File: src/shdf_pkg.sv
`timescale 1ns / 1ps
`default_nettype none
// ----------------------------------------------------------------------------
// shdf_pkg
// Types and constants shared by the sync-header packet deframer modules.
// ----------------------------------------------------------------------------
package shdf_pkg;

  // Configuration register indexes and reset values.
  localparam int unsigned CFG_IDX_W = 1;
  localparam logic [CFG_IDX_W-1:0] REG_SYNC_FIRST  = 1'd0;
  localparam logic [CFG_IDX_W-1:0] REG_SYNC_SECOND = 1'd1;
  localparam logic [7:0] SYNC_FIRST_RST  = 8'hFD;
  localparam logic [7:0] SYNC_SECOND_RST = 8'hDF;

  // Input function codes.
  localparam logic FUNC_BYTE    = 1'b0;
  localparam logic FUNC_RESTART = 1'b1;

  // Status codes.
  localparam logic [1:0] ST_BUSY     = 2'd0;
  localparam logic [1:0] ST_SYNC_ERR = 2'd1;
  localparam logic [1:0] ST_DONE     = 2'd2;

  // Parser phases.
  localparam logic [3:0] PH_SYNC1 = 4'd0;
  localparam logic [3:0] PH_SYNC2 = 4'd1;
  localparam logic [3:0] PH_NODE  = 4'd2;
  localparam logic [3:0] PH_FLAGS = 4'd3;
  localparam logic [3:0] PH_ADDR  = 4'd4;
  localparam logic [3:0] PH_LEN   = 4'd5;
  localparam logic [3:0] PH_HCHK  = 4'd6;
  localparam logic [3:0] PH_DATA  = 4'd7;
  localparam logic [3:0] PH_TCHK  = 4'd8;

  // One received item.
  typedef struct packed {
    logic       func;
    logic [7:0] rx_byte;
  } shdf_in_t;

  // One result item.
  typedef struct packed {
    logic [1:0] status;
    logic       payload_valid;
    logic [7:0] payload_byte;
    logic [7:0] payload_index;
    logic [7:0] node_id;
    logic [7:0] flag_bits;
    logic [7:0] register_address;
    logic [7:0] payload_length;
    logic [7:0] header_check;
    logic [7:0] total_check;
  } shdf_out_t;

  // Sync byte settings handed to the parser.
  typedef struct packed {
    logic [7:0] sync_first;
    logic [7:0] sync_second;
  } shdf_cfg_t;

endpackage
`default_nettype wire

File: src/shdf_cfg.sv
`timescale 1ns / 1ps
`default_nettype none
// ----------------------------------------------------------------------------
// shdf_cfg
// Configuration registers holding the two expected sync byte values.
// ----------------------------------------------------------------------------
module shdf_cfg (
  input  wire logic                          clk,
  input  wire logic                          rst,
  input  wire logic                          wr_en,
  input  wire logic [shdf_pkg::CFG_IDX_W-1:0] wr_index,
  input  wire logic [7:0]                    wr_data,
  output shdf_pkg::shdf_cfg_t                cfg
);
  import shdf_pkg::*;

  logic [7:0] sync_first;
  logic [7:0] sync_second;

  // Register writes; every index in range names a register.
  always_ff @(posedge clk) begin
    if (rst) begin
      sync_first  <= SYNC_FIRST_RST;
      sync_second <= SYNC_SECOND_RST;
    end else if (wr_en) begin
      unique case (wr_index)
        REG_SYNC_FIRST:  sync_first  <= wr_data;
        REG_SYNC_SECOND: sync_second <= wr_data;
        default: ;
      endcase
    end
  end

  assign cfg.sync_first  = sync_first;
  assign cfg.sync_second = sync_second;

endmodule
`default_nettype wire

File: src/shdf_in_stage.sv
`timescale 1ns / 1ps
`default_nettype none
// ----------------------------------------------------------------------------
// shdf_in_stage
// Input register: captures each accepted request and holds it until the
// parser stage takes it.
// ----------------------------------------------------------------------------
module shdf_in_stage (
  input  wire logic               clk,
  input  wire logic               rst,
  input  wire logic               in_valid,
  output logic                    in_stall,
  input  wire shdf_pkg::shdf_in_t in_data,
  output logic                    item_valid,
  output shdf_pkg::shdf_in_t      item,
  input  wire logic               item_take
);
  import shdf_pkg::*;

  logic load;

  // The register can load when empty or when its item leaves this cycle.
  assign in_stall = item_valid && !item_take;
  assign load     = in_valid && !in_stall;

  always_ff @(posedge clk) begin
    if (rst) begin
      item_valid <= 1'b0;
    end else if (load) begin
      item_valid <= 1'b1;
    end else if (item_take) begin
      item_valid <= 1'b0;
    end
  end

  always_ff @(posedge clk) begin
    if (load) begin
      item <= in_data;
    end
  end

endmodule
`default_nettype wire

File: src/shdf_parse.sv
`timescale 1ns / 1ps
`default_nettype none
// ----------------------------------------------------------------------------
// shdf_parse
// Packet phase machine, captured header fields and the result register.
// ----------------------------------------------------------------------------
module shdf_parse (
  input  wire logic                clk,
  input  wire logic                rst,
  input  wire shdf_pkg::shdf_cfg_t cfg,
  input  wire logic                item_valid,
  input  wire shdf_pkg::shdf_in_t  item,
  output logic                     item_take,
  output logic                     out_valid,
  input  wire logic                out_stall,
  output shdf_pkg::shdf_out_t      out_data
);
  import shdf_pkg::*;

  logic [3:0] phase;
  logic [3:0] phase_next;
  logic [7:0] saved_node_id;
  logic [7:0] saved_node_id_next;
  logic [7:0] saved_flags;
  logic [7:0] saved_flags_next;
  logic [7:0] saved_address;
  logic [7:0] saved_address_next;
  logic [7:0] saved_length;
  logic [7:0] saved_length_next;
  logic [7:0] saved_header_check;
  logic [7:0] saved_header_check_next;
  logic [7:0] payload_count;
  logic [7:0] payload_count_next;
  shdf_out_t  result;

  // The result register is free when empty or being taken this cycle.
  assign item_take = item_valid && (!out_valid || !out_stall);

  // Next state and result for the item in the input register.
  always_comb begin
    phase_next              = phase;
    saved_node_id_next      = saved_node_id;
    saved_flags_next        = saved_flags;
    saved_address_next      = saved_address;
    saved_length_next       = saved_length;
    saved_header_check_next = saved_header_check;
    payload_count_next      = payload_count;
    result                  = '0;
    result.status           = ST_BUSY;

    if (item.func == FUNC_RESTART) begin
      phase_next = PH_SYNC1;
    end else begin
      unique case (phase)
        PH_SYNC2: begin
          if (item.rx_byte == cfg.sync_second) begin
            phase_next = PH_NODE;
          end else begin
            phase_next    = PH_SYNC1;
            result.status = ST_SYNC_ERR;
          end
        end
        PH_NODE: begin
          saved_node_id_next = item.rx_byte;
          phase_next         = PH_FLAGS;
        end
        PH_FLAGS: begin
          saved_flags_next = item.rx_byte;
          phase_next       = PH_ADDR;
        end
        PH_ADDR: begin
          saved_address_next = item.rx_byte;
          phase_next         = PH_LEN;
        end
        PH_LEN: begin
          saved_length_next  = item.rx_byte;
          payload_count_next = '0;
          phase_next         = PH_HCHK;
        end
        PH_HCHK: begin
          saved_header_check_next = item.rx_byte;
          phase_next = (saved_length == 8'd0) ? PH_TCHK : PH_DATA;
        end
        PH_DATA: begin
          result.payload_valid = 1'b1;
          result.payload_byte  = item.rx_byte;
          result.payload_index = payload_count;
          payload_count_next   = payload_count + 8'd1;
          if (payload_count_next >= saved_length) begin
            phase_next = PH_TCHK;
          end
        end
        PH_TCHK: begin
          result.total_check = item.rx_byte;
          result.status      = ST_DONE;
          phase_next         = PH_SYNC1;
        end
        default: begin
          // Hunting for the first sync byte; unused phases behave the same.
          if (item.rx_byte == cfg.sync_first) begin
            phase_next = PH_SYNC2;
          end else begin
            phase_next    = PH_SYNC1;
            result.status = ST_SYNC_ERR;
          end
        end
      endcase
    end

    // Captured fields always show the state after this item.
    result.node_id          = saved_node_id_next;
    result.flag_bits        = saved_flags_next;
    result.register_address = saved_address_next;
    result.payload_length   = saved_length_next;
    result.header_check     = saved_header_check_next;
  end

  // Packet state, updated as each item passes into the result register.
  always_ff @(posedge clk) begin
    if (rst) begin
      phase              <= PH_SYNC1;
      saved_node_id      <= '0;
      saved_flags        <= '0;
      saved_address      <= '0;
      saved_length       <= '0;
      saved_header_check <= '0;
      payload_count      <= '0;
    end else if (item_take) begin
      phase              <= phase_next;
      saved_node_id      <= saved_node_id_next;
      saved_flags        <= saved_flags_next;
      saved_address      <= saved_address_next;
      saved_length       <= saved_length_next;
      saved_header_check <= saved_header_check_next;
      payload_count      <= payload_count_next;
    end
  end

  // Result register valid flag.
  always_ff @(posedge clk) begin
    if (rst) begin
      out_valid <= 1'b0;
    end else if (item_take) begin
      out_valid <= 1'b1;
    end else if (!out_stall) begin
      out_valid <= 1'b0;
    end
  end

  always_ff @(posedge clk) begin
    if (item_take) begin
      out_data <= result;
    end
  end

endmodule
`default_nettype wire

File: src/sync_header_packet_deframer.sv
`timescale 1ns / 1ps
`default_nettype none
// ----------------------------------------------------------------------------
// sync_header_packet_deframer
// Receive-side deframer for sync-headed serial packets, one byte per request.
//
//   Channel   Handshake             Payload
//   --------  --------------------  -----------------------------------
//   in        in_valid / in_stall   in_data   (func, rx_byte)
//   out       out_valid / out_stall out_data  (status, payload, header)
//   cfg       cfg_valid / cfg_ready cfg_index, cfg_data
//
// Each request passes through an input register and the phase machine into
// a result register; it sustains one request per cycle unless out stalls.
// The phase, captured field and payload count registers form a loop that
// closes through the phase machine.
// Reset is synchronous; it restores the sync bytes to FD and DF hex and
// clears phase and captured fields. A stall on out holds the result and
// backs up into in_stall once the input register is also full.
// ----------------------------------------------------------------------------
module sync_header_packet_deframer (
  input  wire logic                           clk,
  input  wire logic                           rst,
  input  wire logic                           in_valid,
  output logic                                in_stall,
  input  wire shdf_pkg::shdf_in_t             in_data,
  output logic                                out_valid,
  input  wire logic                           out_stall,
  output shdf_pkg::shdf_out_t                 out_data,
  input  wire logic                           cfg_valid,
  output logic                                cfg_ready,
  input  wire logic [shdf_pkg::CFG_IDX_W-1:0] cfg_index,
  input  wire logic [7:0]                     cfg_data
);
  import shdf_pkg::*;

  shdf_cfg_t cfg;
  logic      item_valid;
  shdf_in_t  item;
  logic      item_take;

  // Configuration writes are always taken.
  assign cfg_ready = 1'b1;

  shdf_cfg u_cfg (
    .clk      (clk),
    .rst      (rst),
    .wr_en    (cfg_valid && cfg_ready),
    .wr_index (cfg_index),
    .wr_data  (cfg_data),
    .cfg      (cfg)
  );

  shdf_in_stage u_in_stage (
    .clk        (clk),
    .rst        (rst),
    .in_valid   (in_valid),
    .in_stall   (in_stall),
    .in_data    (in_data),
    .item_valid (item_valid),
    .item       (item),
    .item_take  (item_take)
  );

  shdf_parse u_parse (
    .clk        (clk),
    .rst        (rst),
    .cfg        (cfg),
    .item_valid (item_valid),
    .item       (item),
    .item_take  (item_take),
    .out_valid  (out_valid),
    .out_stall  (out_stall),
    .out_data   (out_data)
  );

endmodule
`default_nettype wire
File: config.mk
export PLATFORM = sky130hd
export DESIGN_NAME = sync_header_packet_deframer
export DESIGN_NICKNAME = d
export VERILOG_FILES = /design/src/shdf_pkg.sv /design/src/shdf_cfg.sv /design/src/shdf_in_stage.sv /design/src/shdf_parse.sv /design/src/sync_header_packet_deframer.sv
export SDC_FILE = /design/constraint.sdc
export NUM_CORES = 1
export LEC_CHECK = 0
export ABC_AREA = 1
export BUFFER_PORTS_ARGS = -buffer_cell sky130_fd_sc_hd__buf_2
export CELL_PAD_IN_SITES_DETAIL_PLACEMENT = 1
export CELL_PAD_IN_SITES_GLOBAL_PLACEMENT = 1
export CORE_AREA = 5 5 132 134
export DETAILED_ROUTE_END_ITERATION = 6
export DIE_AREA = 0 0 137 139
export PLACE_DENSITY_LB_ADDON = 0.1
export SKIP_LAST_GASP = 1
export SYNTH_ARGS = -nofsm -noshare
export SYNTH_HDL_FRONTEND = slang
export SYNTH_SLANG_ARGS = --single-unit
File: constraint.sdc
create_clock -name clk -period 3.2 [get_ports clk]
set_input_delay 0.64 -clock clk [delete_from_list [all_inputs] [get_ports clk]]
set_output_delay 0.64 -clock clk [all_outputs]
set_load 0.01 [all_outputs]
==> reports/results.ini <==
[logic_synthesis]
synth_enable_flop_cells=76
synth_most_common_cell=sky130_fd_sc_hd__nand2_1
yosysUniqueCellTypes=29
synthTopCellsByArea=sky130_fd_sc_hd__edfxtp_1, sky130_fd_sc_hd__dfxtp_1, sky130_fd_sc_hd__nand2_1, sky130_fd_sc_hd__nor2_1, sky130_fd_sc_hd__inv_1
yosys_warnings=0
total_of_flip_flops_plus_latches_after_synthesis=146
synth_largest_area_cell=sky130_fd_sc_hd__edfxtp_1
primary_flip_flop_cell_chosen_by_synthesis_mapping=sky130_fd_sc_hd__edfxtp_1
synthesis.area_mm2=0.00618
synthesis.instances=696
synth_commonest_cells=sky130_fd_sc_hd__nand2_1, sky130_fd_sc_hd__nor2_1, sky130_fd_sc_hd__inv_1
seq_area_frac_synth_pct=59.6
top_area_cell_type_share_of_the_netlist_area_pct=36.9
synth.net_count=728
avgSynthCellArea_um2=8.89
async_flop_share_pct=0

[power_and_ir_drop]
cellInternalPower_mw=3.25
power_mw=4.29
peakVddDrop_mv=0.353
cellPowerDensity_mw_per_mm2=584
power_frac_clock_pct=40.7
p_sw_share_pct=24.3
power.share.sequential_pct=49.7
net-switching-power_mw=1.04
pwr-share-comb_pct=9.7
power.leakage_nw=3.38

[detailed_routing]
drt_pre_antenna_iters=4
average_wire_per_standard_cell_um=15.8
detailroute.via_count=4896
route.detailed.drc=0
drtAntennaViolNets=0
route.detailed.vias_per_inst=4.80
drt-initial-drc-count=221
wirelength_mm=16.1

[timing]
fmaxAchievable_mhz=371
slew_violations=0
final_min_period_over_clock_period_pct=84.2
tns_ns=0
hold-worst-slack_ns=0.397
fin_skew_ns=0.00675
worst-slew-pin-transition_ns=0.723
setup_violation_total_in_the_final_timing_report=0
period_minus_slack_ns=2.69
slew_headroom_pct=51.6
rsz0062_at_grt=no
final-hold-violation-count=0

[setup_path]
cp.required_ns=3.51
setup.worst_path.end_class=register
worstReg2RegStart=u_parse.payload_count[0]$_SDFFE_PP0P_
worst_setup_path_start_kind=register
cp-startpoint=u_parse.payload_count[0]$_SDFFE_PP0P_
critPathArrivalTime_ns=3.00
maximum_fanout_along_the_worst_path=8
ff2ff_setup_slack_ns=0.51
crit_path_end=u_parse.phase[2]$_SDFFE_PP0P_
worstReg2RegEnd=u_parse.phase[2]$_SDFFE_PP0P_
crit_type=reg -> reg
ff2ff_path_depth=13

[floorplanning]
floorplan.initialDensity_pct=38.2
rows=47
die_area_mm2=0.0190
num_io_pins=93
die-height_um=139
die_width_um=137
core-area_mm2=0.0162

[clocking]
cts_hold_buffers=0
maximum_clock_insertion_buffer_count=2
cts_tree=done
post-cts-setup-buffer-count=0
insertion_delay_ns=0.42
clock_input_transition_at_the_sequential_cells_of_the_worst_setup_and_hold_paths_ns=0.06
h-tree-depth=4
cts_root_buffer=sky130_fd_sc_hd__clkbuf_16
cts.sink_count=146
cts_made_buffers=17
cts.repair.resized=0

[placement]
port_buffers=91
place.detailed.instances=987
hpwlAfterDp_mm=11.1
gpl.final_weighted_congestion=0.807

[finish]
area.growth.synth_to_final_pct=19.0
ff_latch_area_mm2=0.00368
drive_above_1_share_pct=16.4
fillers=1899
multi_input_comb_area_mm2=0.00205
instances_no_fill=1019
antenna-diode-count=0
nets=818

[flow_run]
maxCapViolCount=0

[worst_hold_path]
hold_class=in -> reg

[outcome]
run_status=complete, no violations

[global_routing]
grt_start_max_net_pins=100
grt_pass1_wl_mm=26.2
grt_usage_pct=17.5
grt_overflow_total=0
grt_antenna_before_repair=0
grt_pass1_vias=5265

cells in the final DEF (no fill, tap or decap), drive strengths merged:
cell	synthesis	final
nand2	132	132
nor2	125	125
buf	12	94
inv	94	94
o21ai	87	87
edfxtp	76	76
dfxtp	70	70
clkbuf	11	30
a21oi	25	25
nand3	22	22
xnor2	13	13
ha	9	9
xor2	7	7
nand4	6	6
nor3	3	3
nor3b	1	1
a21o	1	1
o21bai	1	1
conb	1	1
clkinvlp	0	1
clkinv	0	1
per-layer routing:
layer | track usage, % | part of all wire (%)
met5 | 0 | 0
met4 | 5.51 | 0.88
met3 | 3.37 | 3.7
met2 | 30.4 | 50
met1 | 21.7 | 45
sequential cells by signal (all words and copies together), names as in the netlist, 4 cells and up:
name                        cells
u_parse.out_data               67
u_in_stage.item                 9
u_cfg.sync_first                8
u_cfg.sync_second               8
u_parse.payload_count           8
u_parse.saved_address           8
u_parse.saved_flags             8
u_parse.saved_header_check      8
u_parse.saved_length            8
u_parse.saved_node_id           8
u_parse.phase                   4
logic make-up (layout without fill, tap and decap cells):
| kind of cell | after synthesis | after routing | synth area share [%] |
|---|---|---|---|
| simple gates | 289 | 289 | 18.9 |
| xor+xnor | 20 | 20 | 2.83 |
| flops | 146 | 146 | 59.6 |
| compound gates | 114 | 114 | 9.55 |
| fa+ha+maj | 9 | 9 | 1.82 |
| other cells | 1 | 1 | 0.0606 |
| buf+inv | 117 | 220 | 7.28 |
power by group through the flow:
stage	combinational [mW]	sequential [mW]	clock, mW
after floorplan	0.256	2.18	0
after global placement	0.399	2.17	0
after detailed placement	0.421	2.17	0
after CTS	0.424	2.13	1.79
after global routing	0.472	2.14	1.88
final	0.415	2.13	1.75
worst min path at each step:
| stage | end | from | depth (start not counted) | slack (ns) |
|---|---|---|---|---|
| 2_1_floorplan | u_cfg.sync_first[0]$_SDFFE_PP1P_ | u_cfg.sync_first[0]$_SDFFE_PP1P_ | 2 | 0.45 |
| 4_1_cts | u_in_stage.item[7]$_DFFE_PP_ | in_data[7] | 1 | 0.38 |
| 3_5_place_dp | u_cfg.sync_first[5]$_SDFFE_PP1P_ | u_cfg.sync_first[5]$_SDFFE_PP1P_ | 2 | 0.48 |
| 5_1_grt | u_in_stage.item[3]$_DFFE_PP_ | in_data[3] | 1 | 0.38 |
| 3_3_place_gp | u_cfg.sync_first[4]$_SDFFE_PP1P_ | u_cfg.sync_first[4]$_SDFFE_PP1P_ | 2 | 0.46 |
| 6_report | u_in_stage.item[7]$_DFFE_PP_ | in_data[7] | 1 | 0.40 |
worst max-delay path: stages, from the launching register on:
cell and delay [ns]:
sky130_fd_sc_hd__dfxtp_1 0.35, sky130_fd_sc_hd__inv_1 0.10, sky130_fd_sc_hd__nor3_1 0.41, sky130_fd_sc_hd__nand4_1 0.22, sky130_fd_sc_hd__o21ai_0 0.19, sky130_fd_sc_hd__nand2_1 0.10, sky130_fd_sc_hd__ha_1 0.30, sky130_fd_sc_hd__a21o_1 0.18
sky130_fd_sc_hd__nor2_1 0.11, sky130_fd_sc_hd__nand4_1 0.11, sky130_fd_sc_hd__o21bai_2 0.29, sky130_fd_sc_hd__nand2_1 0.09, sky130_fd_sc_hd__nand2_1 0.07, sky130_fd_sc_hd__nor2_1 0.06
metrics by stage:
stage / setup slack [ns] / utilization, % / cell area [um^2]
final: 0.505 / 45.5 / 7360
after global routing: 0.153 / 45.5 / 7360
after CTS: 0.483 / 45.5 / 7360
after detailed placement: 0.490 / 42.4 / 6850
after global placement: 0.669 / 42.4 / 6850
after floorplan: 0.00526 / - / 6190
layout make-up:
class | count | share of cell area, %
clock inverters | 2 | 0.153
well taps | 220 | 3.74
multi-input cells | 433 | 27.9
flip-flops and latches | 146 | 50.1
inverters | 94 | 4.80
repair buffers | 94 | 6.67
clock buffers | 30 | 6.72
No activity file was read; power rests on OpenSTA's default activity.
